[config.mk]
export PLATFORM = sky130hd
export DESIGN_NAME = periodic_task_dispatcher
export DESIGN_NICKNAME = d
export VERILOG_FILES = /design/src/hw/rtl/pdt_pkg.sv /design/src/hw/rtl/pdt_cell.sv /design/src/hw/rtl/periodic_task_dispatcher.sv
export SDC_FILE = /design/constraint.sdc
export NUM_CORES = 2
export LEC_CHECK = 0
export ABC_AREA = 1
export BUFFER_PORTS_ARGS = -buffer_cell sky130_fd_sc_hd__buf_4
export CORE_ASPECT_RATIO = 1.75
export CORE_MARGIN = 4
export CORE_UTILIZATION = 57
export DETAILED_ROUTE_END_ITERATION = 10
export PLACE_DENSITY_LB_ADDON = 0.08
export SYNTH_ARGS = -nofsm -noshare
export SYNTH_HDL_FRONTEND = slang
export SYNTH_HIERARCHICAL = 1
export SYNTH_SLANG_ARGS = --single-unit
[constraint.sdc]
create_clock -name clk -period 7.3 [get_ports clk]
set_clock_uncertainty 0.05 [all_clocks]
set_input_delay 1.46 -clock clk [delete_from_list [all_inputs] [get_ports clk]]
set_output_delay 1.46 -clock clk [all_outputs]
set_load 0.02 [all_outputs]
[src/hw/rtl/pdt_pkg.sv]
`timescale 1ns / 1ps
`default_nettype none

package pdt_pkg;

	localparam int unsigned MS_W  = 23;
	localparam int unsigned US_W  = 32;
	localparam int unsigned STS_W = 3;
	localparam int unsigned IDX_W = 3;

	localparam logic [MS_W-1:0] MAX_MS   = MS_W'(4294967);
	localparam logic [9:0]      SCALE_US = 10'd1000;

	localparam logic [STS_W-1:0] ST_REGISTERED = 3'd0;
	localparam logic [STS_W-1:0] ST_FULL       = 3'd1;
	localparam logic [STS_W-1:0] ST_INVALID    = 3'd2;
	localparam logic [STS_W-1:0] ST_DISPATCHED = 3'd3;
	localparam logic [STS_W-1:0] ST_NOTHING    = 3'd4;

	localparam logic CMD_REGISTER = 1'b0;
	localparam logic CMD_DISPATCH = 1'b1;

	// what a cell reports to the top while the scan token moves
	typedef struct packed {
		logic hit;
		logic pass;
		logic stop;
	} cell_stat_t;

	// entry loaded into a cell at registration
	typedef struct packed {
		logic [US_W-1:0] period;
		logic [US_W-1:0] duration;
		logic [US_W-1:0] first;
	} cell_entry_t;

endpackage

`default_nettype wire

[src/hw/rtl/pdt_cell.sv]
`timescale 1ns / 1ps
`default_nettype none

module pdt_cell (
	input  wire logic                         clk,
	input  wire logic                         arst_n,
	input  wire logic                         wr_en,
	input  wire pdt_pkg::cell_entry_t         wr_entry,
	input  wire logic                         active,
	input  wire logic                         tok_in,
	input  wire logic [pdt_pkg::US_W-1:0]     now,
	output pdt_pkg::cell_stat_t               stat,
	output logic [pdt_pkg::US_W-1:0]          duration
);

	logic [pdt_pkg::US_W-1:0] period_q;
	logic [pdt_pkg::US_W-1:0] duration_q;
	logic [pdt_pkg::US_W-1:0] last_q;
	logic                     has_run_q;
	logic                     tok_q;
	logic [pdt_pkg::US_W-1:0] elapsed;
	logic                     early;
	logic                     due;

	assign elapsed = now - last_q;
	// never run and still before its start time
	assign early   = !has_run_q && (now < last_q);
	assign due     = !early && (elapsed >= period_q);

	assign stat.hit  = tok_q && active && due;
	assign stat.pass = tok_q && active && !due;
	assign stat.stop = tok_q && !active;
	assign duration  = duration_q;

	always_ff @(posedge clk or negedge arst_n) begin
		if (!arst_n) begin
			tok_q <= 1'b0;
		end else begin
			tok_q <= tok_in;
		end
	end

	always_ff @(posedge clk) begin
		if (wr_en) begin
			period_q   <= wr_entry.period;
			duration_q <= wr_entry.duration;
			last_q     <= wr_entry.first;
			has_run_q  <= 1'b0;
		end else if (stat.hit) begin
			last_q    <= now;
			has_run_q <= 1'b1;
		end
	end

endmodule

`default_nettype wire

[src/hw/rtl/periodic_task_dispatcher.sv]
`timescale 1ns / 1ps
`default_nettype none

// Periodic task dispatcher. Each request word yields one result word. A register
// request (cmd 0) scales period, start delay and duration from ms to us and,
// unless the slots are full or a value is invalid, stores the task in the next
// free slot; its result passes the scale, write and post states to the output
// register. A dispatch request (cmd 1) sends a token down the row of task cells,
// one cell per cycle, and the first registered cell whose elapsed time since its
// last run reaches its period is taken; its result passes the scan and post states
// to the output register. A new request is taken the cycle after the result is
// loaded. One request is in work at a time; a finished result sits in the output
// register, so the next request can be accepted while that result is still stalled.
module periodic_task_dispatcher #(
	parameter int unsigned TASK_SLOTS = 8
) (
	input  wire logic                          clk,
	input  wire logic                          arst_n,
	input  wire logic                          in_valid,
	output logic                               in_stall,
	input  wire logic                          cmd,
	input  wire logic [pdt_pkg::MS_W-1:0]      period_ms,
	input  wire logic [pdt_pkg::MS_W-1:0]      start_ms,
	input  wire logic [pdt_pkg::MS_W-1:0]      duration_ms,
	input  wire logic [pdt_pkg::US_W-1:0]      now,
	output logic                               out_valid,
	input  wire logic                          out_stall,
	output logic [pdt_pkg::STS_W-1:0]          status,
	output logic [pdt_pkg::IDX_W-1:0]          task_index,
	output logic [pdt_pkg::US_W-1:0]           watch_duration
);

	localparam int unsigned CW = $clog2(TASK_SLOTS + 1);
	localparam int unsigned IW = (TASK_SLOTS > 1) ? $clog2(TASK_SLOTS) : 1;
	localparam int unsigned PW = pdt_pkg::MS_W + 10;

	localparam logic [2:0] S_IDLE  = 3'd0;
	localparam logic [2:0] S_SCALE = 3'd1;
	localparam logic [2:0] S_WRITE = 3'd2;
	localparam logic [2:0] S_SCAN  = 3'd3;
	localparam logic [2:0] S_POST  = 3'd4;

	logic [2:0]                  state_q;
	logic [CW-1:0]               count_q;
	logic [pdt_pkg::MS_W-1:0]    per_ms_q;
	logic [pdt_pkg::MS_W-1:0]    del_ms_q;
	logic [pdt_pkg::MS_W-1:0]    dur_ms_q;
	logic [pdt_pkg::US_W-1:0]    now_q;
	pdt_pkg::cell_entry_t        entry_q;
	logic [pdt_pkg::STS_W-1:0]   res_sts_q;
	logic [pdt_pkg::IDX_W-1:0]   res_idx_q;
	logic [pdt_pkg::US_W-1:0]    res_dur_q;
	logic                        out_valid_q;
	logic [pdt_pkg::STS_W-1:0]   out_sts_q;
	logic [pdt_pkg::IDX_W-1:0]   out_idx_q;
	logic [pdt_pkg::US_W-1:0]    out_dur_q;

	logic                        accept;
	logic                        out_free;
	logic                        start;
	logic [PW-1:0]               per_prod;
	logic [PW-1:0]               del_prod;
	logic [PW-1:0]               dur_prod;
	logic                        bad;

	pdt_pkg::cell_stat_t         stat [TASK_SLOTS];
	logic [pdt_pkg::US_W-1:0]    cell_dur [TASK_SLOTS];
	logic [TASK_SLOTS-1:0]       tok;
	logic [TASK_SLOTS-1:0]       wr_en;
	logic [TASK_SLOTS-1:0]       active;

	logic                        hit_any;
	logic                        stop_any;
	logic [pdt_pkg::US_W-1:0]    hit_dur;
	logic [IW-1:0]               hit_idx;

	assign accept   = in_valid && !in_stall;
	assign in_stall = (state_q != S_IDLE);
	assign out_free = !out_valid_q || !out_stall;
	assign start    = (state_q == S_IDLE) && accept && (cmd == pdt_pkg::CMD_DISPATCH);

	assign per_prod = PW'(per_ms_q) * PW'(pdt_pkg::SCALE_US);
	assign del_prod = PW'(del_ms_q) * PW'(pdt_pkg::SCALE_US);
	assign dur_prod = PW'(dur_ms_q) * PW'(pdt_pkg::SCALE_US);
	assign bad = (per_ms_q == '0) || (dur_ms_q == '0) || (per_ms_q > pdt_pkg::MAX_MS)
		|| (dur_ms_q > pdt_pkg::MAX_MS) || (del_ms_q > pdt_pkg::MAX_MS);

	// row of task cells, the scan token steps one cell per cycle
	for (genvar i = 0; i < TASK_SLOTS; i++) begin : g_cell
		assign active[i] = (CW'(i) < count_q);
		assign wr_en[i]  = (state_q == S_WRITE) && (res_sts_q == pdt_pkg::ST_REGISTERED)
			&& (count_q == CW'(i));
		if (i == 0) begin : g_head
			assign tok[i] = start;
		end else begin : g_link
			assign tok[i] = stat[i-1].pass;
		end
		pdt_cell u_cell (
			.clk      (clk),
			.arst_n   (arst_n),
			.wr_en    (wr_en[i]),
			.wr_entry (entry_q),
			.active   (active[i]),
			.tok_in   (tok[i]),
			.now      (now_q),
			.stat     (stat[i]),
			.duration (cell_dur[i])
		);
	end

	always_comb begin
		hit_any  = 1'b0;
		stop_any = stat[TASK_SLOTS-1].pass;
		hit_dur  = '0;
		hit_idx  = '0;
		for (int i = 0; i < TASK_SLOTS; i++) begin
			hit_any  = hit_any | stat[i].hit;
			stop_any = stop_any | stat[i].stop;
			hit_dur  = hit_dur | (stat[i].hit ? cell_dur[i] : '0);
			if (stat[i].hit) begin
				hit_idx = IW'(i);
			end
		end
	end

	always_ff @(posedge clk or negedge arst_n) begin
		if (!arst_n) begin
			state_q <= S_IDLE;
			count_q <= '0;
		end else begin
			unique case (state_q)
				S_IDLE: begin
					if (accept) begin
						state_q <= (cmd == pdt_pkg::CMD_DISPATCH) ? S_SCAN : S_SCALE;
					end
				end
				S_SCALE: begin
					state_q <= S_WRITE;
				end
				S_WRITE: begin
					if (res_sts_q == pdt_pkg::ST_REGISTERED) begin
						count_q <= count_q + CW'(1);
					end
					state_q <= S_POST;
				end
				S_SCAN: begin
					if (hit_any || stop_any) begin
						state_q <= S_POST;
					end
				end
				S_POST: begin
					if (out_free) begin
						state_q <= S_IDLE;
					end
				end
				default: begin
					state_q <= S_IDLE;
				end
			endcase
		end
	end

	always_ff @(posedge clk) begin
		if (accept) begin
			per_ms_q <= period_ms;
			del_ms_q <= start_ms;
			dur_ms_q <= duration_ms;
			now_q    <= now;
		end
		if (state_q == S_SCALE) begin
			entry_q.period   <= per_prod[pdt_pkg::US_W-1:0];
			entry_q.duration <= dur_prod[pdt_pkg::US_W-1:0];
			entry_q.first    <= del_prod[pdt_pkg::US_W-1:0];
			res_dur_q        <= '0;
			if (count_q >= CW'(TASK_SLOTS)) begin
				res_sts_q <= pdt_pkg::ST_FULL;
				res_idx_q <= '0;
			end else if (bad) begin
				res_sts_q <= pdt_pkg::ST_INVALID;
				res_idx_q <= '0;
			end else begin
				res_sts_q <= pdt_pkg::ST_REGISTERED;
				res_idx_q <= pdt_pkg::IDX_W'(count_q);
			end
		end
		if (state_q == S_SCAN) begin
			if (hit_any) begin
				res_sts_q <= pdt_pkg::ST_DISPATCHED;
				res_idx_q <= pdt_pkg::IDX_W'(hit_idx);
				res_dur_q <= hit_dur;
			end else begin
				res_sts_q <= pdt_pkg::ST_NOTHING;
				res_idx_q <= '0;
				res_dur_q <= '0;
			end
		end
	end

	// output word register
	always_ff @(posedge clk or negedge arst_n) begin
		if (!arst_n) begin
			out_valid_q <= 1'b0;
		end else if (out_free) begin
			out_valid_q <= (state_q == S_POST);
		end
	end

	always_ff @(posedge clk) begin
		if (out_free && (state_q == S_POST)) begin
			out_sts_q <= res_sts_q;
			out_idx_q <= res_idx_q;
			out_dur_q <= res_dur_q;
		end
	end

	assign out_valid      = out_valid_q;
	assign status         = out_sts_q;
	assign task_index     = out_idx_q;
	assign watch_duration = out_dur_q;

endmodule

`default_nettype wire

==> impl_results.md <==
- Status: finished clean
- Final min period: 5.857 ns
- GR Util met2: 64.19%
- Ys flop type: edfxtp_1
- Die W: 280.5 um
- Cell area after synthesis: 0.07406 sq mm
- Multi-input logic area: 0.03707 sq mm
- Setup violations, final: 0
- Crit-path cells: buf_4 > ha_1 > a21o_1 > a21boi_0 > o21ai_0 > a21oi_1 > nand2_1 > nand2_1 > nand2_1 > ha_1 > nand2_1 > nor2_1 > nand4_1 > a21oi_1 > nor2_1 > nand2_1 > nand3_2 > inv_1 > or2_1 > nor3_2 > nand4_2 > nand2_2 > a41oi_1
- Post-synthesis cell type count: 50
- Largest net degree at the start of global routing: 72
- Critical Path Start Type: register
- Post-synth EDFFs: 1,032
- Via count: 59,390
- Area growth, synth to finish: 10.61%
- Slowest stage cell, crit path: edfxtp_1
- Critical path class: reg -> reg
- Setup repair bufs after CTS: 0
- GR Util met3: 7.139%
- Proportion of netlist area held by the largest area contributor: 41.84%
- PortBufs: 145
- Die Footprint: 0.1360 sq mm
- Synth area leaders: edfxtp_1, ha_1, nand2_1, inv_1, fa_1
- CTS tree: built
- Tightest Hold Check Type: reg -> reg
- Die Y: 484.8 um
- Clock root buffer: clkbuf_16
- Via density per instance: 5.765
- Crit. End Element: register
- Fmax: 170.7 MHz
- WP data arrival: 6.39 ns
- Mapped Cells: 8,138
- Met1 Usage GRT: 37.42%
- Synthesis Warnings: 6
- Share of cells above drive strength 1: 7.842%
- Core ar.: 0.1289 sq mm
- Crit path buffers/inverters: 2
- DP HPWL: 193,500 um
- # fillers: 10,950
- Post-cts hold buffer count: 0
- Sequential area share after synthesis: 42.60%
- Drt drc: 0
- Maximum fanout along the worst path: 33
- Clock Tree Buf Depth: 3
- Max-Cap Viols: 0
- GRT Util Overall: 37.60%
- Slew margin rel.: 5.650%
- CTS Buf Count: 99
- First-pass GRT wire length: 372,500 um
- Io pins: 146
- Cell taking the most area after synthesis: edfxtp_1
- Initial Util: 57.46%
- Register clock-pin slew on the reported worst setup and hold paths: 0.07 ns
- Final hold vios: 0
- GRT overflow: 0
- Busiest layer in global routing: met2
- Setup TNS: 0 ns
- Ys async rst share: 1.515%
- Clock Latency Late Sink: 0.77 ns
- Crit path top cell by count: nand2_1
- CP required: 7.83 ns
- Final Routed Wirelength: 257,300 um
- Synthesized area per cell: 9.100 sq um
- Row Count: 174
- Yosys reg bits: 1,056
- Iter 0 DRT Violations: 4,327
- Vias in the first global route: 60,570
- DR pass1 iterations: 8
- Post-CTS sizing: 0
- Unrepaired setup endpoints after global routing: no
- Antenna-violating nets left: 0
- H-tree levels: 3
- Initial antenna violation count: 32
- GP Congestion: 1.065
- Delay-heaviest family, CP: simple AND/OR/NAND/NOR gates
- Final Slew Violations: 0
- Final Cycle Share: 80.23%
- Sink Count: 1,056
- WL per Instance: 24.97 um
- Slowest Stage Delay on Critical Path: 0.75 ns
- Slew at the pin with the worst max-slew slack: 1.415 ns
- Nets: 9,637
- Reg area: 0.03155 sq mm
-- Yosys cell counts (4+ instances only) --
library cell / n
nand2_1: 2117
inv_1: 1420
edfxtp_1: 1032
ha_1: 781
a21oi_1: 545
nor2_1: 534
fa_1: 254
nand3_1: 212
xor2_1: 172
o21ai_0: 150
xnor2_1: 91
nor3_1: 90
nand4_1: 84
clkbuf_1: 79
o21bai_1: 57
nand2_2: 52
a221oi_1: 43
o21ai_2: 41
o211ai_1: 36
nand3_2: 33
a21o_1: 29
a31oi_1: 28
a21oi_2: 26
o21a_1: 26
a21boi_0: 22
inv_2: 22
dfrtp_1: 16
o2111ai_1: 16
nand3b_1: 13
nor4_1: 12
a211oi_1: 10
nor2_2: 10
o21ai_1: 10
a31o_2: 9
a21boi_2: 8
a21o_2: 8
dfxtp_1: 8
o21bai_2: 8
o221ai_1: 8
a41oi_1: 6
buf_2: 6
buf_6: 4
-- path summary, 6_finish.rpt --
check,end,start,slack [ns],cells after the start
worst max-delay path,res_dur_q[19]$_SDFFCE_PN0P_,now_q[20]$_DFFE_PP_,1.44,23
worst min-delay path,task_index[1]$_DFFE_PP_,res_idx_q[1]$_DFFE_PP_,0.37,0
worst max register to register,res_dur_q[19]$_SDFFCE_PN0P_,now_q[20]$_DFFE_PP_,1.44,23
worst min register to register,task_index[1]$_DFFE_PP_,res_idx_q[1]$_DFFE_PP_,0.37,0
max in group asynchronous,g_cell[3].u_cell/tok_q$_DFF_PN0_,arst_n,6.38,1
min in group asynchronous,g_cell[2].u_cell/tok_q$_DFF_PN0_,arst_n,0.53,1
-- final cells by class --
class,instances,share of cell area [%]
Tap cell,1672,2.554
Sequential cell,1056,38.52
Inverter,1442,6.608
Multi-Input combinational cell,5621,45.26
Antenna cell,47,0.1436
Clock buffer,116,3.139
Timing Repair Buffer,276,2.554
Clock inverter,71,1.230
-- layout by cell type, fill, tap and decap left out, drive strengths merged, types with 2 or more instances in the layout --
master       n
dfrtp       16
inv       1449
o21bai      65
clkinvlp     9
nand3b      13
clkbuf     116
edfxtp    1032
conb        72
ha         781
bufinv      17
buf        276
nor3        92
dfxtp        8
diode       47
a221oi      43
a21boi      30
o221ai       8
a31o         9
a21o        37
nand3      245
o21ai      201
fa         254
a31oi       28
a41oi        6
nor2       544
xnor2       91
o21a        26
clkinv      38
nor3b        2
a211oi      10
nand4       85
xor2       172
nor4        12
o2111ai     16
o211ai      36
nand2     2169
a21oi      571
-- kinds of logic (layout without fill, tap and decap cells) --
family                     after synthesis  in the layout  synth area share [%]
AOI/OAI and AO/OA                     1086           1086                 8.926
buffers and inverters                 1532           1905                 7.815
DFF                                   1056           1056                 42.60
adders and majority gates             1035           1035                 20.06
and+or+nand+nor                       3165           3165                 17.48
other                                    1            119              0.005064
xor gates and xnor gates               263            263                 3.110
-- per-layer routing --
| layer | vias up | wire length, um |
|---|---|---|
| met5 | - | 56 |
| met4 | 4 | 30520 |
| met3 | 1039 | 18060 |
| met2 | 2661 | 126000 |
| met1 | 28240 | 82590 |
| li1 | 27450 | - |
-- per-stage QoR --
step	setup WS [ns]	utilization, %	hold slack (ns)	area, sq um	std cells
after floorplan	0.002766	-	0.3503	74330	8209
after global placement	1.507	60.67	0.3542	78190	10070
after detailed placement	1.477	60.67	0.3556	78190	10070
after CTS	1.434	63.44	0.3694	81770	10250
after global routing	1.177	63.50	0.3779	81850	10270
final	1.443	63.56	0.3704	81910	10300
-- state kept, by name, summed over array words and instances (netlist names), 3 cells and up --
register                 cells
count_q                      4
del_ms_q                    23
dur_ms_q                    23
entry_q                     87
g_cell.u_cell/duration     256
g_cell.u_cell/has_run_q      8
g_cell.u_cell/last_q       256
g_cell.u_cell/period_q     256
g_cell.u_cell/tok_q          8
now_q                       32
per_ms_q                    23
res_dur_q                   32
res_idx_q                    3
res_sts_q                    3
state_q                      3
status                       3
task_index                   3
watch_duration              32
Power is not shown: default switching activity piles up to over one toggle a cycle in this logic, so the estimate is an artifact.
